`config.mk`:
```
export PLATFORM = sky130hd
export DESIGN_NAME = button_click_gesture_detector
export DESIGN_NICKNAME = d
export VERILOG_FILES = /design/src/design/bcg_pkg.sv /design/src/design/button_click_gesture_detector.sv /design/src/design/bcg_core.sv
export SDC_FILE = /design/constraint.sdc
export NUM_CORES = 1
export LEC_CHECK = 0
export BUFFER_PORTS_ARGS = -buffer_cell sky130_fd_sc_hd__buf_2
export CAP_MARGIN = 20
export CORE_MARGIN = 5
export CORE_UTILIZATION = 35
export DETAILED_ROUTE_END_ITERATION = 8
export GPL_TIMING_DRIVEN = 0
export PLACE_DENSITY_LB_ADDON = 0.3
export SYNTH_ARGS = -nofsm -noshare
export SYNTH_HDL_FRONTEND = slang
export SYNTH_SLANG_ARGS = --single-unit
```
`constraint.sdc`:
```
create_clock -name clk -period 6.6 [get_ports clk]
set_input_delay 1.98 -clock clk [delete_from_list [all_inputs] [get_ports clk]]
set_output_delay 1.98 -clock clk [all_outputs]
set_load 0.005 [all_outputs]
```
`src/design/bcg_pkg.sv`:
```
`timescale 1ns / 1ps
// ----------------------------------------------------------------------------
// bcg_pkg
// Shared types, register indexes and reset values for the button click
// gesture detector.
// ----------------------------------------------------------------------------
package bcg_pkg;

  localparam int TIME_WIDTH_DEF = 16;

  localparam int CNT_WIDTH   = 8;
  localparam int DEB_WIDTH   = 15;
  localparam int LONG_WIDTH  = 16;
  localparam int TICK_WIDTH  = 10;
  localparam int CFG_IDX_W   = 2;
  localparam int CFG_DATA_W  = 16;

  localparam logic [CNT_WIDTH-1:0] CNT_MAX = '1;

  localparam logic                  PRESSED_LEVEL_RST = 1'b1;
  localparam logic [DEB_WIDTH-1:0]  DEBOUNCE_MS_RST   = 15'd150;
  localparam logic [LONG_WIDTH-1:0] LONG_PRESS_MS_RST = 16'd1000;
  localparam logic [TICK_WIDTH-1:0] TICK_MS_RST       = 10'd10;

  typedef enum logic [CFG_IDX_W-1:0] {
    REG_PRESSED_LEVEL = 2'd0,
    REG_DEBOUNCE_MS   = 2'd1,
    REG_LONG_PRESS_MS = 2'd2,
    REG_TICK_MS       = 2'd3
  } bcg_reg_t;

  typedef enum logic [1:0] {
    GEST_OTHER   = 2'd0,
    GEST_WAKE    = 2'd1,
    GEST_POWER   = 2'd2,
    GEST_CONFIG  = 2'd3
  } bcg_gesture_t;

  typedef struct packed {
    logic                  pressed_level;
    logic [DEB_WIDTH-1:0]  debounce_ms;
    logic [LONG_WIDTH-1:0] long_press_ms;
    logic [TICK_WIDTH-1:0] tick_ms;
  } bcg_cfg_t;

  typedef struct packed {
    logic                 valid;
    logic [CNT_WIDTH-1:0] clicks;
    logic                 is_long_press;
    logic                 is_long_click;
    bcg_gesture_t         gesture;
  } bcg_evt_t;

endpackage

```
`src/design/button_click_gesture_detector.sv`:
```
`timescale 1ns / 1ps
// ----------------------------------------------------------------------------
// button_click_gesture_detector
// Debounced button sampler reporting long presses and multi-click sequences.
//
//   channel  direction  handshake            payload
//   in       input      in_valid / in_ready  in_button_level
//   out      output     out_valid/out_ready  out_clicks, out_is_long_press,
//                                            out_is_long_click, out_gesture
//   cfg      input      cfg_valid/cfg_ready  cfg_index, cfg_data
//
// One sample per clock is accepted while the input register is free or is
// being stepped; a sample is held in the input register, stepped through the
// gesture logic and any event lands in the result register when its sample
// is stepped, and is offered from there.
// A sample that yields an event waits in the input register only while the
// result register is full and not being taken; samples with no event pass.
// Reset (synchronous, rst_n low) restores register defaults and clears state.
// Configuration writes are always taken.
// ----------------------------------------------------------------------------
module button_click_gesture_detector import bcg_pkg::*; #(
  parameter int TIME_WIDTH = TIME_WIDTH_DEF
) (
  input  logic                  clk,
  input  logic                  rst_n,

  input  logic                  in_valid,
  output logic                  in_ready,
  input  logic                  in_button_level,

  output logic                  out_valid,
  input  logic                  out_ready,
  output logic [CNT_WIDTH-1:0]  out_clicks,
  output logic                  out_is_long_press,
  output logic                  out_is_long_click,
  output logic [1:0]            out_gesture,

  input  logic                  cfg_valid,
  output logic                  cfg_ready,
  input  logic [CFG_IDX_W-1:0]  cfg_index,
  input  logic [CFG_DATA_W-1:0] cfg_data
);

  bcg_cfg_t cfg_r;

  logic     in_valid_r;
  logic     level_r;
  logic     step;
  bcg_evt_t evt;

  logic                 out_valid_r;
  logic [CNT_WIDTH-1:0] clicks_r;
  logic                 is_long_press_r;
  logic                 is_long_click_r;
  bcg_gesture_t         gesture_r;
  logic                 out_free;

  assign cfg_ready = 1'b1;

  always_ff @(posedge clk) begin
    if (!rst_n) begin
      cfg_r.pressed_level <= PRESSED_LEVEL_RST;
      cfg_r.debounce_ms   <= DEBOUNCE_MS_RST;
      cfg_r.long_press_ms <= LONG_PRESS_MS_RST;
      cfg_r.tick_ms       <= TICK_MS_RST;
    end else if (cfg_valid && cfg_ready) begin
      case (bcg_reg_t'(cfg_index))
        REG_PRESSED_LEVEL: cfg_r.pressed_level <= cfg_data[0];
        REG_DEBOUNCE_MS:   cfg_r.debounce_ms   <= cfg_data[DEB_WIDTH-1:0];
        REG_LONG_PRESS_MS: cfg_r.long_press_ms <= cfg_data[LONG_WIDTH-1:0];
        REG_TICK_MS:       cfg_r.tick_ms       <= cfg_data[TICK_WIDTH-1:0];
        default: ;
      endcase
    end
  end

  // advance the held sample unless its event has nowhere to go
  assign out_free = !out_valid_r || out_ready;
  assign step     = in_valid_r && (out_free || !evt.valid);
  assign in_ready = !in_valid_r || step;

  always_ff @(posedge clk) begin
    if (!rst_n) begin
      in_valid_r <= 1'b0;
    end else if (in_ready) begin
      in_valid_r <= in_valid;
    end
  end

  always_ff @(posedge clk) begin
    if (in_valid && in_ready) begin
      level_r <= in_button_level;
    end
  end

  bcg_core #(
    .TIME_WIDTH (TIME_WIDTH)
  ) u_core (
    .clk   (clk),
    .rst_n (rst_n),
    .step  (step),
    .level (level_r),
    .cfg   (cfg_r),
    .evt   (evt)
  );

  always_ff @(posedge clk) begin
    if (!rst_n) begin
      out_valid_r <= 1'b0;
    end else if (out_free) begin
      out_valid_r <= step && evt.valid;
    end
  end

  always_ff @(posedge clk) begin
    if (out_free && step && evt.valid) begin
      clicks_r        <= evt.clicks;
      is_long_press_r <= evt.is_long_press;
      is_long_click_r <= evt.is_long_click;
      gesture_r       <= evt.gesture;
    end
  end

  assign out_valid         = out_valid_r;
  assign out_clicks        = clicks_r;
  assign out_is_long_press = is_long_press_r;
  assign out_is_long_click = is_long_click_r;
  assign out_gesture       = gesture_r;

  a_evt_kind_excl: assert property (@(posedge clk) disable iff (!rst_n)
    evt.valid |-> !(evt.is_long_press && evt.is_long_click))
    else $error("event marked both long press and long click");

  a_long_press_gesture: assert property (@(posedge clk) disable iff (!rst_n)
    (evt.valid && evt.is_long_press) |->
      (evt.gesture == GEST_WAKE || evt.gesture == GEST_OTHER))
    else $error("long-press event with switch gesture");

  a_stall_only_full: assert property (@(posedge clk) disable iff (!rst_n)
    !in_ready |-> (in_valid_r && out_valid_r && !out_ready && evt.valid))
    else $error("input stalled without a blocked event");

  a_result_loaded: assert property (@(posedge clk) disable iff (!rst_n)
    (step && evt.valid) |=> out_valid_r)
    else $error("stepped event did not reach the result register");

  a_reset_empty: assert property (@(posedge clk)
    !rst_n |=> (!out_valid_r && !in_valid_r))
    else $error("pipeline not empty after reset");

endmodule

```
`src/design/bcg_core.sv`:
```
`timescale 1ns / 1ps
// ----------------------------------------------------------------------------
// bcg_core
// Gesture state (accepted level, timers, long-hold flag, click count) and the
// combinational step logic that produces at most one event per sample.
// ----------------------------------------------------------------------------
module bcg_core import bcg_pkg::*; #(
  parameter int TIME_WIDTH = TIME_WIDTH_DEF
) (
  input  logic     clk,
  input  logic     rst_n,
  input  logic     step,
  input  logic     level,
  input  bcg_cfg_t cfg,
  output bcg_evt_t evt
);

  // compare width covers the timer and twice the debounce time, plus a carry
  localparam int CW = ((TIME_WIDTH > DEB_WIDTH + 1) ? TIME_WIDTH : DEB_WIDTH + 1) + 1;
  localparam logic [CW-1:0] TIME_MAX = {{(CW-TIME_WIDTH){1'b0}}, {TIME_WIDTH{1'b1}}};

  logic                  acc_level_r, acc_level_nxt;
  logic [TIME_WIDTH-1:0] deb_timer_r, deb_timer_nxt;
  logic [TIME_WIDTH-1:0] press_timer_r, press_timer_nxt;
  logic                  long_flag_r, long_flag_nxt;
  logic [CNT_WIDTH-1:0]  click_cnt_r, click_cnt_nxt;

  logic                  pressed;
  logic [CW-1:0]         deb_ext;
  logic [CW-1:0]         deb_mid_ext;
  logic [CW-1:0]         deb_sum;
  logic [CW-1:0]         press_sum;
  logic [CW-1:0]         tick_ext;
  logic [TIME_WIDTH-1:0] deb_mid;

  assign pressed  = (level == cfg.pressed_level);
  assign tick_ext = CW'(cfg.tick_ms);
  assign deb_ext  = CW'(deb_timer_r);

  always_comb begin
    acc_level_nxt   = acc_level_r;
    press_timer_nxt = press_timer_r;
    long_flag_nxt   = long_flag_r;
    click_cnt_nxt   = click_cnt_r;
    deb_mid         = deb_timer_r;
    press_sum       = CW'(press_timer_r) + tick_ext;
    evt             = '0;
    evt.gesture     = GEST_OTHER;

    if (level != acc_level_r) begin
      if (pressed && deb_ext >= CW'(cfg.debounce_ms)) begin
        press_timer_nxt = '0;
        acc_level_nxt   = level;
      end
      if (!pressed) begin
        if (click_cnt_r != CNT_MAX) begin
          click_cnt_nxt = click_cnt_r + 1'b1;
        end
        deb_mid       = '0;
        acc_level_nxt = level;
      end
    end else if (pressed) begin
      press_timer_nxt = (press_sum > TIME_MAX) ? TIME_MAX[TIME_WIDTH-1:0]
                                               : press_sum[TIME_WIDTH-1:0];
      if (!long_flag_r && CW'(press_timer_nxt) >= CW'(cfg.long_press_ms)) begin
        long_flag_nxt     = 1'b1;
        evt.valid         = 1'b1;
        evt.clicks        = click_cnt_r;
        evt.is_long_press = 1'b1;
        evt.gesture       = (click_cnt_r == '0) ? GEST_WAKE : GEST_OTHER;
      end
    end

    deb_mid_ext = CW'(deb_mid);

    // end of sequence: released and quiet for twice the debounce time
    if (!pressed && deb_mid_ext >= CW'({cfg.debounce_ms, 1'b0})) begin
      long_flag_nxt = 1'b0;
      if (click_cnt_nxt != '0) begin
        evt.valid         = 1'b1;
        evt.clicks        = click_cnt_nxt;
        evt.is_long_press = 1'b0;
        evt.is_long_click = long_flag_r;
        if (long_flag_r && click_cnt_nxt == CNT_WIDTH'(1)) begin
          evt.gesture = GEST_POWER;
        end else if (long_flag_r && click_cnt_nxt == CNT_WIDTH'(3)) begin
          evt.gesture = GEST_CONFIG;
        end else begin
          evt.gesture = GEST_OTHER;
        end
      end
      click_cnt_nxt = '0;
    end

    deb_sum       = deb_mid_ext + tick_ext;
    deb_timer_nxt = (deb_sum > TIME_MAX) ? TIME_MAX[TIME_WIDTH-1:0]
                                         : deb_sum[TIME_WIDTH-1:0];
  end

  always_ff @(posedge clk) begin
    if (!rst_n) begin
      acc_level_r   <= ~PRESSED_LEVEL_RST;
      deb_timer_r   <= '0;
      press_timer_r <= '0;
      long_flag_r   <= 1'b0;
      click_cnt_r   <= '0;
    end else if (step) begin
      acc_level_r   <= acc_level_nxt;
      deb_timer_r   <= deb_timer_nxt;
      press_timer_r <= press_timer_nxt;
      long_flag_r   <= long_flag_nxt;
      click_cnt_r   <= click_cnt_nxt;
    end
  end

endmodule

```
After elaboration in Yosys (flattened, before gate mapping)
Cells that the tools add are included.
{ "word_totals": {"ff_bits": 99, "elab_cells": 95, "in_bits": 24, "out_inout_bits": 15} }
{ "classes": {"reduce_logical": 32, "n_mux": 28, "add_sub_neg": 3, "n_eq_ne": 11, "magnitude_cmp": 5} }
{ "ops": {"columns": ["operator", "n"], "rows": [
  ["16-bit two-way mux", 7],
  ["16-bit by 10-bit adder with 17-bit output", 2],
  ["17-bit by 16-bit greater-than comparator with 1-bit output (second input constant)", 2],
  ["16-bit greater-or-equal comparator", 2],
  ["8-bit two-way mux", 4],
  ["10-bit two-way mux", 3],
  ["13-bit two-way mux", 2],
  ["16-bit by 15-bit greater-or-equal comparator with 1-bit output", 1],
  ["1-bit logical AND", 10],
  ["2-bit two-way mux", 5],
  ["2-bit AND reduction", 5],
  ["8-bit by 1-bit adder with 8-bit output (second input constant)", 1],
  ["8-bit by 1-bit equality test with 1-bit output (second input constant)", 1],
  ["8-bit by 2-bit equality test with 1-bit output (second input constant)", 1],
  ["8-bit logical NOT", 1],
  ["8-bit inequality test (second input constant)", 1],
  ["8-bit nonzero test", 1],
  ["1-bit two-way mux", 7],
  ["2-bit inequality test (second input constant)", 3],
  ["3-bit AND reduction", 2],
  ["2-bit nonzero test", 3],
  ["1-bit logical NOT", 5],
  ["2-bit equality test (second input constant)", 2],
  ["4-bit AND reduction", 1],
  ["5 further kinds", 7]
]} }

Logic depth before layout (Yosys ltp)
{ "depth": {"depth_word": 15, "depth_mapped": 21, "ltp_nobuf": 19} }

Cells and area by module
From an unflattened synthesis, not the netlist that was laid out.
{ "hier_totals": {"cells_unflattened": 784, "hier_area_um2": 6789.0} }
{ "by_module_without_submodules": {"columns": ["mod", "cells_per_inst", "instances", "area_each_um2", "seq_area_each_um2"], "rows": [
  ["bcg_core", 585, 1, 4556.9, 840.8],
  ["button_click_gesture_detector", 199, 1, 2232.1, 1271.2]
]} }

Worst setup path after synthesis
No wires, ideal clock.
{ "synth_path": {"kind": "reg-to-output", "start": "reg cfg_r[0] in the netlist's numbering", "end": "out in_ready", "setup_slack_ps": 1371, "path_stages_with_launch": 17, "n_path_buf": 0, "t_arrival_ps": 3249, "cell_sequence": "dfxtp_1 ha_1 inv_1 fa_1 nor2b_1 o31a_1 o21a_1 nand2b_1 and3_1 nor2_1 ha_1 nand2b_1 a2111o_1 a31oi_1 o22ai_2 or2_2 nand3_1"} }
{ "synth_via": {"elab_chain_len": 14} }
{ "synth_rtl": {"columns": ["element", "line_no", "source"], "rows": [
  ["from (decl)", "button_click_gesture_detector.sv:44", "bcg_cfg_t cfg_r;"],
  ["16-bit by 10-bit adder with 17-bit output *", "bcg_core.sv:46", "press_sum = CW'(press_timer_r) + tick_ext;"],
  ["17-bit by 16-bit greater-than comparator with 1-bit output", "bcg_core.sv:63", "press_timer_nxt = (press_sum > TIME_MAX) ? TIME_MAX[TIME_WIDTH-1:0]"],
  ["16-bit two-way mux *", "bcg_core.sv:63", null],
  ["16-bit greater-or-equal comparator *", "bcg_core.sv:65", "if (!long_flag_r && CW'(press_timer_nxt) >= CW'(cfg.long_press_ms)) begin"],
  ["1-bit logical AND *", "bcg_core.sv:65", null],
  ["10-bit two-way mux *", "bcg_core.sv:65", null],
  ["10-bit two-way mux *", "bcg_core.sv:62", "end else if (pressed) begin"],
  ["10-bit two-way mux *", "bcg_core.sv:50", "if (level != acc_level_r) begin"],
  ["13-bit two-way mux", "bcg_core.sv:79", "if (click_cnt_nxt != '0) begin"],
  ["13-bit two-way mux *", "bcg_core.sv:77", "if (!pressed && deb_mid_ext >= CW'({cfg.debounce_ms, 1'b0})) begin"],
  ["1-bit logical NOT *", "button_click_gesture_detector.sv:79", "assign step = in_valid_r && (out_free || !evt.valid);"],
  ["1-bit logical OR *", "button_click_gesture_detector.sv:79", null],
  ["1-bit logical AND *", "button_click_gesture_detector.sv:79", null],
  ["1-bit logical OR *", "button_click_gesture_detector.sv:80", "assign in_ready = !in_valid_r || step;"],
  ["to (decl)", "button_click_gesture_detector.sv:28", "output logic in_ready,"]
]} }
Mark *: on every way between the ends. The rest lies on a longest branch, timed or not.

Worst setup path after layout
Same ends and word-level chain as after synthesis.

==> run metrics <==
status=finished clean; I/O pins=39; most instantiated library cell after synthesis=nand2_1; drt wl/cell=16.0 um; top cells by area, synth=dfxtp_1 26%, ha_1 13%, nand2_1 8.5%; flip-flop and latch area=2110 um2; Rel. slew slack=38.4%; Final WS setup=around 0.33 ns; kind of critical path=reg -> out; Final setup violation count=0; number of flops mapped to enable cells by yosys=13; Multi-input gate area=between 4000 and 5000 um2; share of layout cells above drive strength 1=~11%; TritonCTS Buffers=9; unique cell type count in the Yosys netlist=~70; Slowest-stage cell, CP=dfxtp_1; worst path buffer plus inverter count=2; #FFs+latches synth=99; drt initial violations=430; FFs w/ async S/R, synth=0%; H-tree depth=3; Critical Path Fanout Max=6; fmax=between 0.15 and 0.2 GHz; Worst setup EP type=primary output; Layout fillers=between 1500 and 2000; # clock sinks=slightly below 100; total number of vias=around 5600; critical path launch point type=register; commonest cells in the netlist=148 x nand2_1, 86 x dfxtp_1, 68 x ha_1; DRC errors left=0; # rows=49; crit-path cells=ha_1 > inv_1 > fa_1 > nor2b_2 > o31a_1 > o21a_1 > nand2b_1 > and3_1 > nor2_1 > ha_1 > nand2b_1 > a2111o_1 > a31oi_1 > o22ai_2 > or2_2 > nand3_1 > buf_2; Clk Latency, worst-skew pair=between 0.3 and 0.4 ns; Hold Path Class=reg -> reg; first-pass GRT wire length=between 20000 and 30000 um; synthesized instance count=just under 800; grt total ovfl=0; n_diodes=0; dpl cell area=6980 um2; First-pass DRT Iterations=5; Die Y=~150 um; vias in the first global route=between 5000 and 6000; critical path data arrival time=around 4.3 ns; TritonCTS clock tree=built; nets=about 930; gr usage total=roughly 16%; DRT antenna net count=0; sequential area share after synthesis=32.4%; fin crit period=between 6 and 7 ns; Final period util=roughly 95%; DIE AREA=about 21000 um2; # port buffers=37; post-CTS setup buffer count=0; Via density=approximately 5.3; post-synth top area share=between 20% and 30%; Setup Skew=roughly 0.01 ns; prevailing post-synth register cell=dfxtp_1; DP Wirelength=about 13000 um; CORE AREA=between 15000 and 20000 um2; DP Worst Slack=0.610 ns; Mapped Avg Cell Area=about 8.3 um2; endpoints failing hold=0; PD cells=195 nW/um2; initial antenna violation count=0; Worst path max stage delay=roughly 0.40 ns; Reg clk slew, reported paths=0.07 ns; DRT Wirelength=about 17000 um; RePlAce Congestion=0.882; Die W=between 100 and 150 um; net count after synthesis=slightly below 900; Syn-to-layout area delta=12.2%; cell family with the largest share of critical-path delay=simple AND/OR/NAND/NOR gates; max cap viols=0; worst path required time=roughly 4.6 ns; dominant cell type by area after synthesis=dfxtp_1; Worst Tran Pin Value=a little over 0.9 ns; Root Buffer Master=clkbuf_16; yosys warns=0; largest net degree at the start of global routing=18; largest buffer count on any clock path=2; RSZ-0062 raised after global routing=false; VDD IR max=0.151 mV; Total Neg Setup Slack=0 ns; leakage=between 3 and 4 nW; Post-Syn Area=between 6000 and 7000 um2; Finished Cell Area=roughly 7300 um2; max-slew violation count=0; Initial Util=a little over a third
## cell families after synthesis
family,Yosys count,synth area share (%)
compound gates,203,21.8
buf+inv,86,6.11
simple gates,282,19.7
fa+ha+maj,70,13.7
other cells,1,0.0576
xor+xnor,17,2.29
flops,99,32.4
mux,25,3.92
## registers in the layout, summed over array words and instances (netlist names)
name	count
out_clicks	8
u_core.click_cnt_r	8
level_r	1
u_core.long_flag_r	1
out_is_long_click	1
out_is_long_press	1
in_valid_r	1
u_core.acc_level_r	1
cfg_r	42
out_valid	1
u_core.deb_timer_r	16
out_gesture	2
u_core.press_timer_r	16
## cell usage in the layout (no fill, tap or decap), types with 3 or more instances in the layout
master	Yosys	routed
nand3b_1	3	3
xnor2_1	13	13
o21ai_0	29	29
edfxtp_1	13	13
mux2i_1	21	21
clkbuf_16	0	10
xor2_1	4	4
and2_1	5	5
nand2_1	148	148
nand2b_1	6	6
nor2_1	38	38
dfxtp_1	86	86
buf_2	5	42
and3_1	16	16
a21o_1	15	15
o211ai_1	16	16
mux2_2	4	4
a21oi_1	66	66
o21a_1	12	12
clkbuf_1	20	19
a211oi_1	10	10
or3_1	4	4
nand3_1	20	20
a31oi_1	12	12
nor3_1	11	11
buf_6	6	6
o221a_1	11	11
nand4_1	8	8
nor2b_1	8	7
or2_2	7	7
inv_6	0	3
ha_1	68	68
inv_1	51	51
## metal layers
metal	track usage, %	share of wire, %	vias up
li1	-	-	2885
met1	21.4	48	2598
met2	26.8	46	120
met3	3.13	3.6	19
met4	4.19	1.7	0
met5	0	0	-
## worst register-to-register path, cell delays in order (launching register included)
cell	delay, ns
dfxtp_1	0.40
ha_1	0.22
inv_1	0.06
fa_1	0.39
nor2b_2	0.17
o31a_1	0.18
o21a_1	0.19
nand2b_1	0.22
and3_1	0.25
nor2_1	0.06
ha_1	0.26
nand2b_1	0.14
a2111o_1	0.40
a31oi_1	0.28
o22ai_2	0.14
a21boi_1	0.26
and2_1	0.18
buf_6	0.15
buf_6	0.17
and2_1	0.48
## final cells by class
cell class / count / share of cell area, %
plain buffers: 35 / 2.84
clock buffers: 10 / 3.43
clock inverters: 6 / 0.908
inverters: 51 / 2.62
multi-input cells: 598 / 54.8
flip-flops and latches: 99 / 28.9
well taps: 229 / 3.92
repair buffers: 37 / 2.54
## final timing paths
check	start	endpoint	slack, ns	cells past startpoint
hold / removal	cfg_r[29]$_SDFFE_PN0P_	cfg_r[29]$_SDFFE_PN0P_	0.46	2
hold reg to reg	cfg_r[29]$_SDFFE_PN0P_	cfg_r[29]$_SDFFE_PN0P_	0.46	2
setup / recovery	cfg_r[0]$_SDFFE_PN0P_	in_ready	0.33	17
setup reg to reg	cfg_r[0]$_SDFFE_PN0P_	out_clicks[5]$_DFFE_PP_	1.63	19
## metrics by stage
stage | utilization [%] | power [W] | hold slack [ns] | std cells
4_1_cts | 40.2 | 0.00144 | 0.460 | 1065
5_1_grt | 40.3 | 0.00150 | 0.483 | 1065
6_report | 40.3 | 0.00143 | 0.458 | 1065
3_5_place_dp | 38.5 | 0.000865 | 0.449 | 1049
3_3_place_gp | 38.5 | 0.000863 | 0.444 | 1049
2_1_floorplan | - | 0.000803 | 0.436 | 783
## report_power, final
group	leakage [nW]	switching, W	internal (W)
combinational	2.13	0.000129	0.0000839
sequential	0.831	0.0000133	0.000626
clock	0.159	0.000253	0.000320
## repair_timing
| action | CTS | global route |
|---|---|---|
| hold buffers | 0 | 0 |
| resized for setup | 0 | 3 |
| setup endpoints to repair | 0 | 1 |
Note: power is estimated with default switching activity, not from simulation.
